File: config.mk
export PLATFORM = sky130hd
export DESIGN_NAME = double_ended_queue_engine
export DESIGN_NICKNAME = d
export VERILOG_FILES = /design/src/hw/rtl/deq_pkg.sv /design/src/hw/rtl/double_ended_queue_engine.sv /design/src/hw/rtl/deq_ram.sv /design/src/hw/rtl/deq_ctrl.sv /design/src/hw/rtl/deq_dp.sv
export SDC_FILE = /design/constraint.sdc
export NUM_CORES = 2
export LEC_CHECK = 0
export BUFFER_PORTS_ARGS = -buffer_cell sky130_fd_sc_hd__buf_4
export CAP_MARGIN = 10
export CORE_MARGIN = 2
export CORE_UTILIZATION = 50
export CTS_CLUSTER_SIZE = 10
export DETAILED_ROUTE_END_ITERATION = 8
export PLACE_DENSITY_LB_ADDON = 0.15
export SYNTH_ARGS = -nofsm -noshare
export SYNTH_HDL_FRONTEND = slang
export SYNTH_SLANG_ARGS = --single-unit
File: constraint.sdc
create_clock -name i_clk -period 5.6 [get_ports i_clk]
set_input_delay 1.68 -clock i_clk [delete_from_list [all_inputs] [get_ports i_clk]]
set_output_delay 1.68 -clock i_clk [all_outputs]
set_load 0.01 [all_outputs]
File: src/hw/rtl/deq_pkg.sv
`timescale 1ns / 1ps
// Shared codes and control/status types for the double-ended queue engine.
package deq_pkg;

    typedef logic [3:0] t_mode;
    typedef logic [1:0] t_status;
    typedef logic [1:0] t_cls;

    localparam t_mode MODE_PUSH_FRONT = 4'd0;
    localparam t_mode MODE_PUSH_BACK  = 4'd1;
    localparam t_mode MODE_POP_FRONT  = 4'd2;
    localparam t_mode MODE_POP_BACK   = 4'd3;
    localparam t_mode MODE_READ_FRONT = 4'd4;
    localparam t_mode MODE_READ_BACK  = 4'd5;
    localparam t_mode MODE_READ_AT    = 4'd6;
    localparam t_mode MODE_INSERT_AT  = 4'd7;
    localparam t_mode MODE_ERASE_AT   = 4'd8;
    localparam t_mode MODE_CLEAR      = 4'd9;

    localparam t_status STS_OK    = 2'd0;
    localparam t_status STS_FULL  = 2'd1;
    localparam t_status STS_RANGE = 2'd2;
    localparam t_status STS_EMPTY = 2'd3;

    // Follow-up work that an operation needs after its execute cycle
    localparam t_cls CLS_DONE  = 2'd0;
    localparam t_cls CLS_READ  = 2'd1;
    localparam t_cls CLS_SHIFT = 2'd2;
    localparam t_cls CLS_VAL   = 2'd3;

    typedef struct packed {
        logic capture;
        logic exec;
        logic rdcap;
        logic shift;
        logic drain;
        logic wrval;
        logic load;
    } t_cmd;

    typedef struct packed {
        t_cls cls;
        logic last;
        logic ins;
    } t_sts;

endpackage

File: src/hw/rtl/double_ended_queue_engine.sv
`timescale 1ns / 1ps
// Top level of the double-ended queue engine: controller, datapath and checks.
//
//  channel  | handshake          | payload
//  ---------+--------------------+----------------------------------------------
//  request  | i_valid / o_stall  | i_mode, i_position, i_item_value
//  result   | o_valid / i_stall  | o_read_value, o_status, o_count, o_is_empty
//
// Push, clear, rejected and unused operations run execute, then result; reads and pops
// add a read-wait step between them, set by the registered read of the store.
// An erase that moves n elements adds shift steps and a drain step (none when none move);
// an insert also writes the value; n <= DEPTH/2, one element per cycle through the store.
// Reset clears head, count and control; store contents are left as they are.
// A finished result waits in the output register while the next beat is taken;
// the engine holds its result step only while that register is occupied and stalled.
module double_ended_queue_engine #(
    parameter int DEPTH = 64,
    parameter int WIDTH = 32
) (
    input  logic        i_clk,
    input  logic        i_rst_n,
    input  logic        i_valid,
    output logic        o_stall,
    input  logic [3:0]  i_mode,
    input  logic [6:0]  i_position,
    input  logic [31:0] i_item_value,
    output logic        o_valid,
    input  logic        i_stall,
    output logic [31:0] o_read_value,
    output logic [1:0]  o_status,
    output logic [6:0]  o_count,
    output logic        o_is_empty
);

    deq_pkg::t_cmd cmd;
    deq_pkg::t_sts sts;

    deq_ctrl u_ctrl (
        .i_clk   (i_clk),
        .i_rst_n (i_rst_n),
        .i_valid (i_valid),
        .o_stall (o_stall),
        .o_valid (o_valid),
        .i_stall (i_stall),
        .i_sts   (sts),
        .o_cmd   (cmd)
    );

    deq_dp #(
        .DEPTH (DEPTH),
        .WIDTH (WIDTH)
    ) u_dp (
        .i_clk        (i_clk),
        .i_rst_n      (i_rst_n),
        .i_cmd        (cmd),
        .o_sts        (sts),
        .i_mode       (i_mode),
        .i_position   (i_position),
        .i_item_value (i_item_value),
        .o_read_value (o_read_value),
        .o_status     (o_status),
        .o_count      (o_count),
        .o_is_empty   (o_is_empty)
    );

    a_busy_after_accept: assert property (@(posedge i_clk) disable iff (!i_rst_n)
        (i_valid && !o_stall) |=> o_stall)
        else $error("engine not busy after an accepted beat");

    a_full_count: assert property (@(posedge i_clk) disable iff (!i_rst_n)
        (o_valid && o_status == deq_pkg::STS_FULL) |-> (o_count == 7'(DEPTH)))
        else $error("full status with count below capacity");

    a_empty_flag: assert property (@(posedge i_clk) disable iff (!i_rst_n)
        (o_valid && o_status == deq_pkg::STS_EMPTY) |-> o_is_empty)
        else $error("empty status on a non-empty queue");

    a_reject_zero: assert property (@(posedge i_clk) disable iff (!i_rst_n)
        (o_valid && o_status != deq_pkg::STS_OK) |-> (o_read_value == '0))
        else $error("rejected operation returned data");

endmodule

File: src/hw/rtl/deq_ram.sv
`timescale 1ns / 1ps
// Generic single-write, single-read RAM with registered read data.
module deq_ram #(
    parameter int WIDTH = 32,
    parameter int DEPTH = 64
) (
    input  logic                       i_clk,
    input  logic                       i_wr_en,
    input  logic [$clog2(DEPTH)-1:0]   i_wr_addr,
    input  logic [WIDTH-1:0]           i_wr_data,
    input  logic                       i_rd_en,
    input  logic [$clog2(DEPTH)-1:0]   i_rd_addr,
    output logic [WIDTH-1:0]           o_rd_data
);

    logic [WIDTH-1:0] r_mem [DEPTH];
    logic [WIDTH-1:0] r_rd_data;

    always_ff @(posedge i_clk) begin
        if (i_wr_en) begin
            r_mem[i_wr_addr] <= i_wr_data;
        end
        if (i_rd_en) begin
            r_rd_data <= r_mem[i_rd_addr];
        end
    end

    assign o_rd_data = r_rd_data;

endmodule

File: src/hw/rtl/deq_ctrl.sv
`timescale 1ns / 1ps
// Controller state machine: sequences execute, read wait, shift, drain, value write and result beats.
module deq_ctrl (
    input  logic          i_clk,
    input  logic          i_rst_n,
    input  logic          i_valid,
    output logic          o_stall,
    output logic          o_valid,
    input  logic          i_stall,
    input  deq_pkg::t_sts i_sts,
    output deq_pkg::t_cmd o_cmd
);

    localparam logic [2:0] S_IDLE  = 3'd0;
    localparam logic [2:0] S_EXEC  = 3'd1;
    localparam logic [2:0] S_RDWT  = 3'd2;
    localparam logic [2:0] S_SHIFT = 3'd3;
    localparam logic [2:0] S_DRAIN = 3'd4;
    localparam logic [2:0] S_WRVAL = 3'd5;
    localparam logic [2:0] S_FIN   = 3'd6;

    logic [2:0] r_state;
    logic [2:0] n_state;
    logic       r_out_valid;
    logic       n_out_valid;
    logic       out_free;

    assign out_free = !r_out_valid || !i_stall;

    always_comb begin
        n_state = r_state;
        o_cmd   = '0;
        case (r_state)
            S_IDLE: begin
                if (i_valid) begin
                    o_cmd.capture = 1'b1;
                    n_state       = S_EXEC;
                end
            end
            S_EXEC: begin
                o_cmd.exec = 1'b1;
                case (i_sts.cls)
                    deq_pkg::CLS_READ:  n_state = S_RDWT;
                    deq_pkg::CLS_SHIFT: n_state = S_SHIFT;
                    deq_pkg::CLS_VAL:   n_state = S_WRVAL;
                    default:            n_state = S_FIN;
                endcase
            end
            S_RDWT: begin
                o_cmd.rdcap = 1'b1;
                n_state     = S_FIN;
            end
            S_SHIFT: begin
                o_cmd.shift = 1'b1;
                if (i_sts.last) begin
                    n_state = S_DRAIN;
                end
            end
            S_DRAIN: begin
                o_cmd.drain = 1'b1;
                n_state     = i_sts.ins ? S_WRVAL : S_FIN;
            end
            S_WRVAL: begin
                o_cmd.wrval = 1'b1;
                n_state     = S_FIN;
            end
            S_FIN: begin
                if (out_free) begin
                    o_cmd.load = 1'b1;
                    n_state    = S_IDLE;
                end
            end
            default: begin
                n_state = S_IDLE;
            end
        endcase
    end

    always_comb begin
        n_out_valid = r_out_valid;
        if (o_cmd.load) begin
            n_out_valid = 1'b1;
        end else if (!i_stall) begin
            n_out_valid = 1'b0;
        end
    end

    always_ff @(posedge i_clk) begin
        if (!i_rst_n) begin
            r_state     <= S_IDLE;
            r_out_valid <= 1'b0;
        end else begin
            r_state     <= n_state;
            r_out_valid <= n_out_valid;
        end
    end

    assign o_stall = (r_state != S_IDLE);
    assign o_valid = r_out_valid;

endmodule

File: src/hw/rtl/deq_dp.sv
`timescale 1ns / 1ps
// Datapath: ring store, head and count, operation decode, shift addressing, result registers.
module deq_dp #(
    parameter int DEPTH = 64,
    parameter int WIDTH = 32
) (
    input  logic            i_clk,
    input  logic            i_rst_n,
    input  deq_pkg::t_cmd   i_cmd,
    output deq_pkg::t_sts   o_sts,
    input  logic [3:0]      i_mode,
    input  logic [6:0]      i_position,
    input  logic [31:0]     i_item_value,
    output logic [31:0]     o_read_value,
    output logic [1:0]      o_status,
    output logic [6:0]      o_count,
    output logic            o_is_empty
);

    localparam int AW = $clog2(DEPTH);
    localparam int CW = $clog2(DEPTH + 1);
    localparam int SW = AW + 1;
    localparam int PW = (CW > 7) ? CW : 7;

    function automatic logic [AW-1:0] f_wrap(input logic [SW-1:0] x);
        logic [SW-1:0] t;
        t = (x >= SW'(DEPTH)) ? (x - SW'(DEPTH)) : x;
        return t[AW-1:0];
    endfunction

    function automatic logic [AW-1:0] f_inc(input logic [AW-1:0] a);
        return (a == AW'(DEPTH - 1)) ? '0 : (a + AW'(1));
    endfunction

    function automatic logic [AW-1:0] f_dec(input logic [AW-1:0] a);
        return (a == '0) ? AW'(DEPTH - 1) : (a - AW'(1));
    endfunction

    deq_pkg::t_mode   r_mode;
    logic [6:0]       r_pos;
    logic [WIDTH-1:0] r_val;
    logic [AW-1:0]    r_head;
    logic [AW-1:0]    n_head;
    logic [CW-1:0]    r_cnt;
    logic [CW-1:0]    n_cnt;
    logic             r_pend;
    logic             n_pend;
    logic [AW-1:0]    r_src;
    logic [AW-1:0]    r_dst;
    logic [AW-1:0]    r_vaddr;
    logic             r_up;
    logic [CW-1:0]    r_left;
    logic [1:0]       r_res_status;
    logic [31:0]      r_res_rd;
    logic [31:0]      r_out_rd;
    logic [1:0]       r_out_status;
    logic [6:0]       r_out_cnt;
    logic             r_out_empty;

    logic [PW-1:0]    p_ext;
    logic [PW-1:0]    c_ext;
    logic [PW:0]      p_dbl;
    logic [PW:0]      c_dbl;
    logic [CW-1:0]    pos_c;
    logic [SW-1:0]    h_s;
    logic [SW-1:0]    pos_s;
    logic [SW-1:0]    cnt_s;
    logic             full;
    logic             empty;
    logic             pos_ge;
    logic             pos_gt;
    logic             ins_front;
    logic             ers_front;
    logic [AW-1:0]    a_hm1;
    logic [AW-1:0]    a_hp1;
    logic [AW-1:0]    a_back;
    logic [AW-1:0]    a_last;
    logic [AW-1:0]    a_pos;
    logic [AW-1:0]    a_posm1;
    logic [AW-1:0]    a_posp1;

    deq_pkg::t_status e_status;
    deq_pkg::t_cls    e_cls;
    logic             e_wr;
    logic [AW-1:0]    e_wr_addr;
    logic             e_rd;
    logic [AW-1:0]    e_rd_addr;
    logic [AW-1:0]    e_head;
    logic [CW-1:0]    e_cnt;
    logic [AW-1:0]    e_src;
    logic             e_up;
    logic [CW-1:0]    e_left;
    logic [AW-1:0]    e_vaddr;

    logic             ram_wr_en;
    logic [AW-1:0]    ram_wr_addr;
    logic [WIDTH-1:0] ram_wr_data;
    logic             ram_rd_en;
    logic [AW-1:0]    ram_rd_addr;
    logic [WIDTH-1:0] ram_rd_data;

    assign p_ext     = PW'(r_pos);
    assign c_ext     = PW'(r_cnt);
    assign p_dbl     = {p_ext, 1'b0};
    assign c_dbl     = {1'b0, c_ext};
    assign pos_c     = p_ext[CW-1:0];
    assign h_s       = SW'(r_head);
    assign pos_s     = SW'(pos_c);
    assign cnt_s     = SW'(r_cnt);
    assign full      = (r_cnt == CW'(DEPTH));
    assign empty     = (r_cnt == '0);
    assign pos_ge    = (p_ext >= c_ext);
    assign pos_gt    = (p_ext > c_ext);
    assign ins_front = (p_dbl <= c_dbl);
    assign ers_front = (p_dbl < c_dbl);
    assign a_hm1     = f_dec(r_head);
    assign a_hp1     = f_inc(r_head);
    assign a_back    = f_wrap(h_s + cnt_s);
    assign a_last    = f_wrap(h_s + cnt_s - SW'(1));
    assign a_pos     = f_wrap(h_s + pos_s);
    assign a_posm1   = f_dec(a_pos);
    assign a_posp1   = f_inc(a_pos);

    always_comb begin
        e_status  = deq_pkg::STS_OK;
        e_cls     = deq_pkg::CLS_DONE;
        e_wr      = 1'b0;
        e_wr_addr = a_back;
        e_rd      = 1'b0;
        e_rd_addr = r_head;
        e_head    = r_head;
        e_cnt     = r_cnt;
        e_src     = r_head;
        e_up      = 1'b1;
        e_left    = '0;
        e_vaddr   = a_pos;
        case (r_mode)
            deq_pkg::MODE_PUSH_FRONT: begin
                if (full) begin
                    e_status = deq_pkg::STS_FULL;
                end else begin
                    e_wr      = 1'b1;
                    e_wr_addr = a_hm1;
                    e_head    = a_hm1;
                    e_cnt     = r_cnt + CW'(1);
                end
            end
            deq_pkg::MODE_PUSH_BACK: begin
                if (full) begin
                    e_status = deq_pkg::STS_FULL;
                end else begin
                    e_wr      = 1'b1;
                    e_wr_addr = a_back;
                    e_cnt     = r_cnt + CW'(1);
                end
            end
            deq_pkg::MODE_POP_FRONT: begin
                if (empty) begin
                    e_status = deq_pkg::STS_EMPTY;
                end else begin
                    e_rd      = 1'b1;
                    e_rd_addr = r_head;
                    e_cls     = deq_pkg::CLS_READ;
                    e_head    = a_hp1;
                    e_cnt     = r_cnt - CW'(1);
                end
            end
            deq_pkg::MODE_POP_BACK: begin
                if (empty) begin
                    e_status = deq_pkg::STS_EMPTY;
                end else begin
                    e_rd      = 1'b1;
                    e_rd_addr = a_last;
                    e_cls     = deq_pkg::CLS_READ;
                    e_cnt     = r_cnt - CW'(1);
                end
            end
            deq_pkg::MODE_READ_FRONT: begin
                if (empty) begin
                    e_status = deq_pkg::STS_EMPTY;
                end else begin
                    e_rd      = 1'b1;
                    e_rd_addr = r_head;
                    e_cls     = deq_pkg::CLS_READ;
                end
            end
            deq_pkg::MODE_READ_BACK: begin
                if (empty) begin
                    e_status = deq_pkg::STS_EMPTY;
                end else begin
                    e_rd      = 1'b1;
                    e_rd_addr = a_last;
                    e_cls     = deq_pkg::CLS_READ;
                end
            end
            deq_pkg::MODE_READ_AT: begin
                if (pos_ge) begin
                    e_status = deq_pkg::STS_RANGE;
                end else begin
                    e_rd      = 1'b1;
                    e_rd_addr = a_pos;
                    e_cls     = deq_pkg::CLS_READ;
                end
            end
            deq_pkg::MODE_INSERT_AT: begin
                if (pos_gt) begin
                    e_status = deq_pkg::STS_RANGE;
                end else if (full) begin
                    e_status = deq_pkg::STS_FULL;
                end else begin
                    e_cnt = r_cnt + CW'(1);
                    if (ins_front) begin
                        e_head  = a_hm1;
                        e_src   = r_head;
                        e_up    = 1'b1;
                        e_left  = pos_c;
                        e_vaddr = a_posm1;
                    end else begin
                        e_src   = a_last;
                        e_up    = 1'b0;
                        e_left  = r_cnt - pos_c;
                        e_vaddr = a_pos;
                    end
                    e_cls = (e_left == '0) ? deq_pkg::CLS_VAL : deq_pkg::CLS_SHIFT;
                end
            end
            deq_pkg::MODE_ERASE_AT: begin
                if (pos_ge) begin
                    e_status = deq_pkg::STS_RANGE;
                end else begin
                    e_cnt = r_cnt - CW'(1);
                    if (ers_front) begin
                        e_head = a_hp1;
                        e_src  = a_posm1;
                        e_up   = 1'b0;
                        e_left = pos_c;
                    end else begin
                        e_src  = a_posp1;
                        e_up   = 1'b1;
                        e_left = r_cnt - pos_c - CW'(1);
                    end
                    e_cls = (e_left == '0) ? deq_pkg::CLS_DONE : deq_pkg::CLS_SHIFT;
                end
            end
            deq_pkg::MODE_CLEAR: begin
                e_head = '0;
                e_cnt  = '0;
            end
            default: begin
                e_status = deq_pkg::STS_OK;
            end
        endcase
    end

    always_comb begin
        ram_wr_en   = 1'b0;
        ram_wr_addr = r_dst;
        ram_wr_data = ram_rd_data;
        if (i_cmd.exec && e_wr) begin
            ram_wr_en   = 1'b1;
            ram_wr_addr = e_wr_addr;
            ram_wr_data = r_val;
        end else if ((i_cmd.shift && r_pend) || i_cmd.drain) begin
            ram_wr_en   = 1'b1;
            ram_wr_addr = r_dst;
            ram_wr_data = ram_rd_data;
        end else if (i_cmd.wrval) begin
            ram_wr_en   = 1'b1;
            ram_wr_addr = r_vaddr;
            ram_wr_data = r_val;
        end
    end

    assign ram_rd_en   = (i_cmd.exec && e_rd) || i_cmd.shift;
    assign ram_rd_addr = i_cmd.shift ? r_src : e_rd_addr;

    deq_ram #(
        .WIDTH (WIDTH),
        .DEPTH (DEPTH)
    ) u_store (
        .i_clk     (i_clk),
        .i_wr_en   (ram_wr_en),
        .i_wr_addr (ram_wr_addr),
        .i_wr_data (ram_wr_data),
        .i_rd_en   (ram_rd_en),
        .i_rd_addr (ram_rd_addr),
        .o_rd_data (ram_rd_data)
    );

    always_comb begin
        n_head = i_cmd.exec ? e_head : r_head;
        n_cnt  = i_cmd.exec ? e_cnt : r_cnt;
        n_pend = r_pend;
        if (i_cmd.exec) begin
            n_pend = 1'b0;
        end else if (i_cmd.shift) begin
            n_pend = 1'b1;
        end
    end

    always_ff @(posedge i_clk) begin
        if (!i_rst_n) begin
            r_head <= '0;
            r_cnt  <= '0;
            r_pend <= 1'b0;
        end else begin
            r_head <= n_head;
            r_cnt  <= n_cnt;
            r_pend <= n_pend;
        end
    end

    always_ff @(posedge i_clk) begin
        if (i_cmd.capture) begin
            r_mode <= i_mode;
            r_pos  <= i_position;
            r_val  <= WIDTH'(i_item_value);
        end
        if (i_cmd.exec) begin
            r_src        <= e_src;
            r_up         <= e_up;
            r_left       <= e_left;
            r_vaddr      <= e_vaddr;
            r_res_status <= e_status;
            r_res_rd     <= '0;
        end
        if (i_cmd.shift) begin
            r_src  <= r_up ? f_inc(r_src) : f_dec(r_src);
            r_dst  <= r_up ? f_dec(r_src) : f_inc(r_src);
            r_left <= r_left - CW'(1);
        end
        if (i_cmd.rdcap) begin
            r_res_rd <= 32'(ram_rd_data);
        end
        if (i_cmd.load) begin
            r_out_rd     <= r_res_rd;
            r_out_status <= r_res_status;
            r_out_cnt    <= 7'(r_cnt);
            r_out_empty  <= (r_cnt == '0);
        end
    end

    assign o_sts.cls  = e_cls;
    assign o_sts.last = (r_left == CW'(1));
    assign o_sts.ins  = (r_mode == deq_pkg::MODE_INSERT_AT);

    assign o_read_value = r_out_rd;
    assign o_status     = r_out_status;
    assign o_count      = r_out_cnt;
    assign o_is_empty   = r_out_empty;

endmodule

* Word-level counts from Yosys, hierarchy flattened
Memories as Yosys holds them, arrays and structs flattened. A register that Yosys moved wholly into a read port is not among the register bits.
Cells that the tools add are included.
** Storage, ports and cells
- Register bits after elaboration :: 163
- Logic and storage cells :: 220
- Memories :: 1
- Output and inout bits :: 44
- RAM bits :: 2048
** Operators by class
- Equality and inequality tests :: 35
- Bitwise logic cells :: 1
- $lt $le $gt $ge :: 7
- Muxes and demuxes :: 109
- Add/subtract/negate cells :: 17
- Reductions and logical operators :: 31
** Memory list
- u_dp.u_store.r_mem :: depth 64, width 32, read ports 1, clocked after memory_dff 1, write ports 1, RTL line deq_ram.sv:16 : logic [WIDTH-1:0] r_mem [DEPTH];
** Operators with widths (number)
- two-way mux 6 bit :: 37
- two-way mux 32 bit :: 5
- two-way mux 7 bit :: 16
- subtractor 6 x 1 -> 6 bit (second input constant) :: 6
- one-hot mux 7 bit (5 select lines) :: 1
- one-hot mux 6 bit (5 select lines) :: 1
- two-way mux 1 bit :: 29
- subtractor 7 x 1 -> 7 bit (second input constant) :: 4
- one-hot mux 6 bit (2 select lines) :: 2
- greater-or-equal comparator 7 bit (second input constant) :: 3
- zero test 7 bit :: 3
- adder 6 x 1 -> 6 bit (second input constant) :: 3
- equality test 6 bit (second input constant) :: 3
- zero test 6 bit :: 3
- one-hot mux 3 bit (6 select lines) :: 1
- equality test 4 x 3 -> 1 bit (second input constant) :: 4
- two-way mux 2 bit :: 8
- inequality test 2 bit (second input constant) :: 8
- one-hot mux 2 bit (4 select lines) :: 2
- adder 6 x 7 -> 7 bit :: 2
- one-hot mux 7 bit (2 select lines) :: 1
- OR reduction 2 bit :: 6
- nonzero test 5 bit :: 2
- equality test 3 bit (second input constant) :: 3
- other kinds (31) :: 47

* Logic depth before layout (Yosys ltp)
- Word-level depth :: 13
- Depth in mapped cells :: 21

* By module
From an unflattened synthesis, not the netlist that was laid out.
** Unflattened totals
- Cells, all modules :: 4416
- Area, all modules :: 89079.2 um2
** By module, submodules not included
- deq_ram :: times used 1, cells an instance 3511, area each 79359.9 um2
- deq_dp :: times used 1, cells an instance 862, area each 9375.2 um2
- deq_ctrl :: times used 1, cells an instance 43, area each 344.1 um2

* Worst setup path after synthesis
Ideal clock, no wire load.
- Kind :: flip-flop to flip-flop
- Start :: reg u_dp.r_head[1]
- End :: mem u_dp.u_store.r_mem[58][0] (enable)
- Path buffers :: 1
- Data arrival time :: 4.023 ns
- Setup slack :: 1.156 ns
- Stages on the path, launching flop included :: 11
- Data required time :: 5.179 ns
- Cell sequence :: dfxtp_1 ha_1 a211o_1 and3_1 a221oi_1 a21oi_1 a211oi_1 a21oi_1 or3_1 clkbuf_1 nor2_1
** Between the ends
- Word-level cells in the longest chain between the ends :: 6
** RTL lines
- start: declaration :: RTL line deq_dp.sv:42 : logic [AW-1:0] r_head;
- start signal: assignment :: RTL line deq_dp.sv:307 : r_head <= n_head;
- adder 6 x 7 -> 7 bit :: RTL line deq_dp.sv:118 : assign a_back = f_wrap(h_s + cnt_s);
- subtractor 6 x 1 -> 6 bit / greater-or-equal comparator 7 bit (equally long branches) :: RTL line deq_dp.sv:27 : t = (x >= SW'(DEPTH)) ? (x - SW'(DEPTH)) : x;
- two-way mux 6 bit :: RTL line deq_dp.sv:27
- two-way mux 6 bit :: RTL line deq_dp.sv:139 : if (full) begin
- two-way mux 6 bit (*)
- two-way mux 6 bit (*) :: RTL line deq_dp.sv:259 : if (i_cmd.exec && e_wr) begin
- end: declaration :: RTL line deq_ram.sv:16
Mark *: on every way between the ends. The rest lies on a longest branch, timed or not.

* Worst setup path after layout
- Start :: reg u_dp.r_cnt[0] (netlist: u_dp.c_ext[0])
- End :: reg u_dp.u_store.r_rd_data[15] (netlist: u_dp.u_store.o_rd_data[15]) (read register of u_dp.u_store.r_mem), data pin
** Between the ends
- Word-level cells in the longest chain between the ends :: 7
** RTL lines
- start: declaration :: RTL line deq_dp.sv:44 : logic [CW-1:0] r_cnt;
- start signal: assignment :: RTL line deq_dp.sv:308 : r_cnt <= n_cnt;
- adder 6 x 7 -> 7 bit :: RTL line deq_dp.sv:119 : assign a_last = f_wrap(h_s + cnt_s - SW'(1));
- subtractor 7 x 1 -> 7 bit :: RTL line deq_dp.sv:119
- subtractor 6 x 1 -> 6 bit / greater-or-equal comparator 7 bit (equally long branches) :: RTL line deq_dp.sv:27
- two-way mux 6 bit :: RTL line deq_dp.sv:27
- two-way mux 6 bit :: RTL line deq_dp.sv:169, deq_dp.sv:188
- one-hot mux 6 bit (2 select lines) :: RTL line deq_dp.sv:137 : case (r_mode)
- two-way mux 6 bit :: RTL line deq_dp.sv:275 : assign ram_rd_addr = i_cmd.shift ? r_src : e_rd_addr;
- end: declaration :: RTL line deq_ram.sv:17 : logic [WIDTH-1:0] r_rd_data;
Several ways; a longest one is shown, not always the timed one.
A chain may end at the register's enable or synchronous reset.

==> impl_results.md <==
* DIE WIDTH at 431 µm
* Router iterations before antenna repair at 6
* Per-cell routed wire length at 32.7 µm
* Die area at 186000 µm²
* Cell area after placement at 97200 µm²
* Antenna-violating nets left at 0
* VDD IR-drop max at 0.000381 V
* Clk slew on worst S/H paths at 0.05 ns
* Crit Path Max Fanout at 20
* Synth unique cells at 91
* Fillcell total at 14200
* Design Power at 49.1 mW
* DR iter-0 viols at 8509
* Min Tclk post-route at 5.40 ns
* Pwr dens at 469 nW/µm²
* Initial antenna violation count at 25
* Ys flop type: edfxtp_1
* Yosys reg bits at 2243
* Core area at 181000 µm²
* Post-route cell area at 105000 µm²
* Vias in the first global route at 56200
* Hold Path Depth at 0
* Via count at 60000
* Hold_ws at 0.415 ns
* Comb pwr share at 27.0%
* Sequential power share at 41.7%
* Fmax at 185 MHz
* Count leader, synth: edfxtp_1
* Status: finished, final reports clean
* CTS Buf Count at 277
* Tcrit/Tclk final at 96.3%
* Worst-case clock buffer depth at 4
* Final wirelength at 300 mm
* Slowest cell on crit path: nor3_4
* Synthesis-to-layout area growth at 14.6%
* Slack of the critical path at 0.205 ns
* Fin. Hold Viols at 0
* Switch share at 33.3%
* GRT Residual Overflow at 0
* CP cell instances: inv_1 > ha_1 > nand3_1 > nor2_1 > a211o_1 > mux2i_4 > nor2_4 > nor2_4 > buf_4 > buf_12 > a311o_1 > a311oi_1 > nor3_4 > o211ai_1
* Clock Sinks at 2243
* Post-Synthesis Cells at 6445
* WP data required at 6.09 ns
* Hold Path Class: flop to flop
* CP Capture Type: flop
* IO Count at 91
* Critical path depth in cells at 14
* Worst EP arrival at 5.88 ns
* Setup Viol. Count Final at 0
* Layout Skew at 0.0567 ns
* Yosys top cell area share at 73.2%
* Seq/Total Area, Yosys at 73.6%
* Routability congestion estimate from global placement at 0.914
* Top Family by Delay on Critical Path: simple AND/OR/NAND/NOR gates
* Die span in y at 431 µm
* Crit Path Class: flop to flop
* Synth cell count leaders: edfxtp_1, nand2_1, nand3_1
* CTS tree: done
* Final nets at 6853
* Place WS at -0.0100 ns
* Max-cap violation count at 0
* Initial core utilization at 50.4%
* Fin Setup TNS at 0 ns
* Cell mode on critical path: nor2_4
* Row cnt at 156
* Clk Latency, worst-skew pair at 0.93 ns
* Top cells by area, synth: edfxtp_1, nand2_1, mux2i_1
* Slew @ Worst Pin at 1.29 ns
* Post-Syn Nets at 6541
* Share of layout cells above drive strength 1 at 13.3%
* Leak at 36.2 nW
* Max incr delay on CP at 0.59 ns
* RSZ-0062 raised after global routing: false
* Drc violations at 0
* Post-synthesis cell area at 91300 µm²
* Largest net degree at the start of global routing at 98
* Final slew viol count at 0
* PortBufs at 90
* Final HPWL DP at 182 mm
* Net switching power at 16.3 mW
* Startpoint Class: flop
* Depth of the worst register-to-register path at 14
* Area leader, netlist: edfxtp_1
* Hold Buf Count CTS at 0
* Synthesis Warnings at 0
* EDFF count, synth at 2225
* Routed vias/inst at 6.54
* Global-route wire length before repair at 423 mm
* H-tree levels at 5
* Gr usage total at 31.9%
* Clock power frac at 31.3%
* FFs w/ async S/R, synth at 0%
* Slew HR at 13.9%
* P_int at 32.7 mW
* Avg Synthesized Cell Area at 14.2 µm²
* Clk root buf: clkbuf_16
* Buffers & Inverters on Critical Path at 3
-- final cells by class --
cell class | instances | area (µm²) | share of cell area (%)
diodes | 10 | 25.0 | 0.0239
well taps | 2370 | 2970 | 2.83
clock inverters | 6 | 37.5 | 0.0359
clock buffers | 316 | 7290 | 6.97
multi-input cells | 3743 | 22600 | 21.6
flip-flops and latches | 2243 | 67200 | 64.2
repair buffers | 450 | 4330 | 4.14
inverters | 42 | 158 | 0.151
-- state kept, by name, summed over array words and instances, names as in the netlist, 7 cells and up --
| register | cells |
|---|---|
| u_dp.r_res_rd | 32 |
| u_dp.o_count | 7 |
| u_dp.c_ext | 7 |
| u_dp.o_read_value | 32 |
| u_dp.r_val | 32 |
| u_dp.u_store.o_rd_data | 32 |
| u_dp.r_left | 7 |
| u_dp.p_ext | 7 |
| u_dp.u_store.r_mem | 2048 |
-- cell families after synthesis --
group | after synthesis | share of synthesized area (%)
DFF | 2243 | 73.6
and+or+nand+nor | 2238 | 10.9
AOI/OAI and AO/OA | 1098 | 8.48
buffers and inverters | 459 | 2.37
muxes | 314 | 3.51
adders and majority gates | 49 | 0.704
xor gates and xnor gates | 44 | 0.454
-- metrics by stage --
stage                     util [%]  instances
after floorplan                  -       6445
after global placement        53.7       8841
after detailed placement      53.7       8845
after CTS                     57.7       9167
after global routing          57.7       9171
final                         57.8       9180
-- final timing paths --
kind	from	endpoint	slack [ns]
max reg2reg	u_dp.c_ext[0]	u_dp.u_store.o_rd_data[15]	0.20
max	u_dp.c_ext[0]	u_dp.u_store.o_rd_data[15]	0.20
min	u_dp.r_res_rd[28]	u_dp.o_read_value[28]	0.41
min reg2reg	u_dp.r_res_rd[28]	u_dp.o_read_value[28]	0.41
-- metal layers --
metal	GRT usage (%)	vias up	routed length, µm
met1	43.4	30300	115000
met5	0.182	-	200
met3	7.77	669	34300
met2	49.1	3806	138000
li1	-	25300	-
met4	13.4	24	13000
-- cell usage in the layout, fill, tap and decap left out, types with 10 or more instances in the layout --
| cell | n |
|---|---|
| a211oi_1 | 196 |
| a311oi_1 | 44 |
| a32o_1 | 12 |
| nor3_1 | 35 |
| and2_1 | 41 |
| o22ai_1 | 67 |
| dfxtp_1 | 18 |
| edfxtp_1 | 2225 |
| o211ai_1 | 17 |
| and3_1 | 178 |
| nand2_1 | 1287 |
| o21ai_0 | 82 |
| clkbuf_16 | 287 |
| nor2b_1 | 22 |
| nand2b_1 | 10 |
| buf_12 | 76 |
| nand3_1 | 362 |
| a22oi_1 | 35 |
| xor2_1 | 19 |
| nor2_1 | 90 |
| mux2_2 | 39 |
| ha_1 | 45 |
| a21o_1 | 17 |
| a311o_1 | 10 |
| nor4_1 | 25 |
| clkbuf_1 | 29 |
| a21oi_1 | 203 |
| a221oi_1 | 23 |
| xnor2_1 | 23 |
| nand4_1 | 55 |
| diode_2 | 10 |
| mux2i_1 | 270 |
| a211o_1 | 18 |
| nor2_4 | 71 |
| a32oi_1 | 95 |
| buf_4 | 372 |
| o2111ai_1 | 14 |
| a31oi_1 | 144 |
| a2111oi_0 | 11 |
| inv_1 | 42 |
-- power by group through the flow --
stage	registers, mW	logic [mW]	clock network (mW)
3_3_place_gp	20.8	12.8	0
5_1_grt	20.5	13.8	16.1
2_1_floorplan	20.6	6.67	0
4_1_cts	20.4	12.9	15.5
3_5_place_dp	20.8	12.9	0
6_report	20.4	13.3	15.4
-- repair_timing --
item                       in CTS  in global routing
buffers inserted                0                  3
gates resized for setup         1                  0
pin swaps                       0                  3
setup endpoints to repair       1                  2
Power figures use the tool's default switching activity.
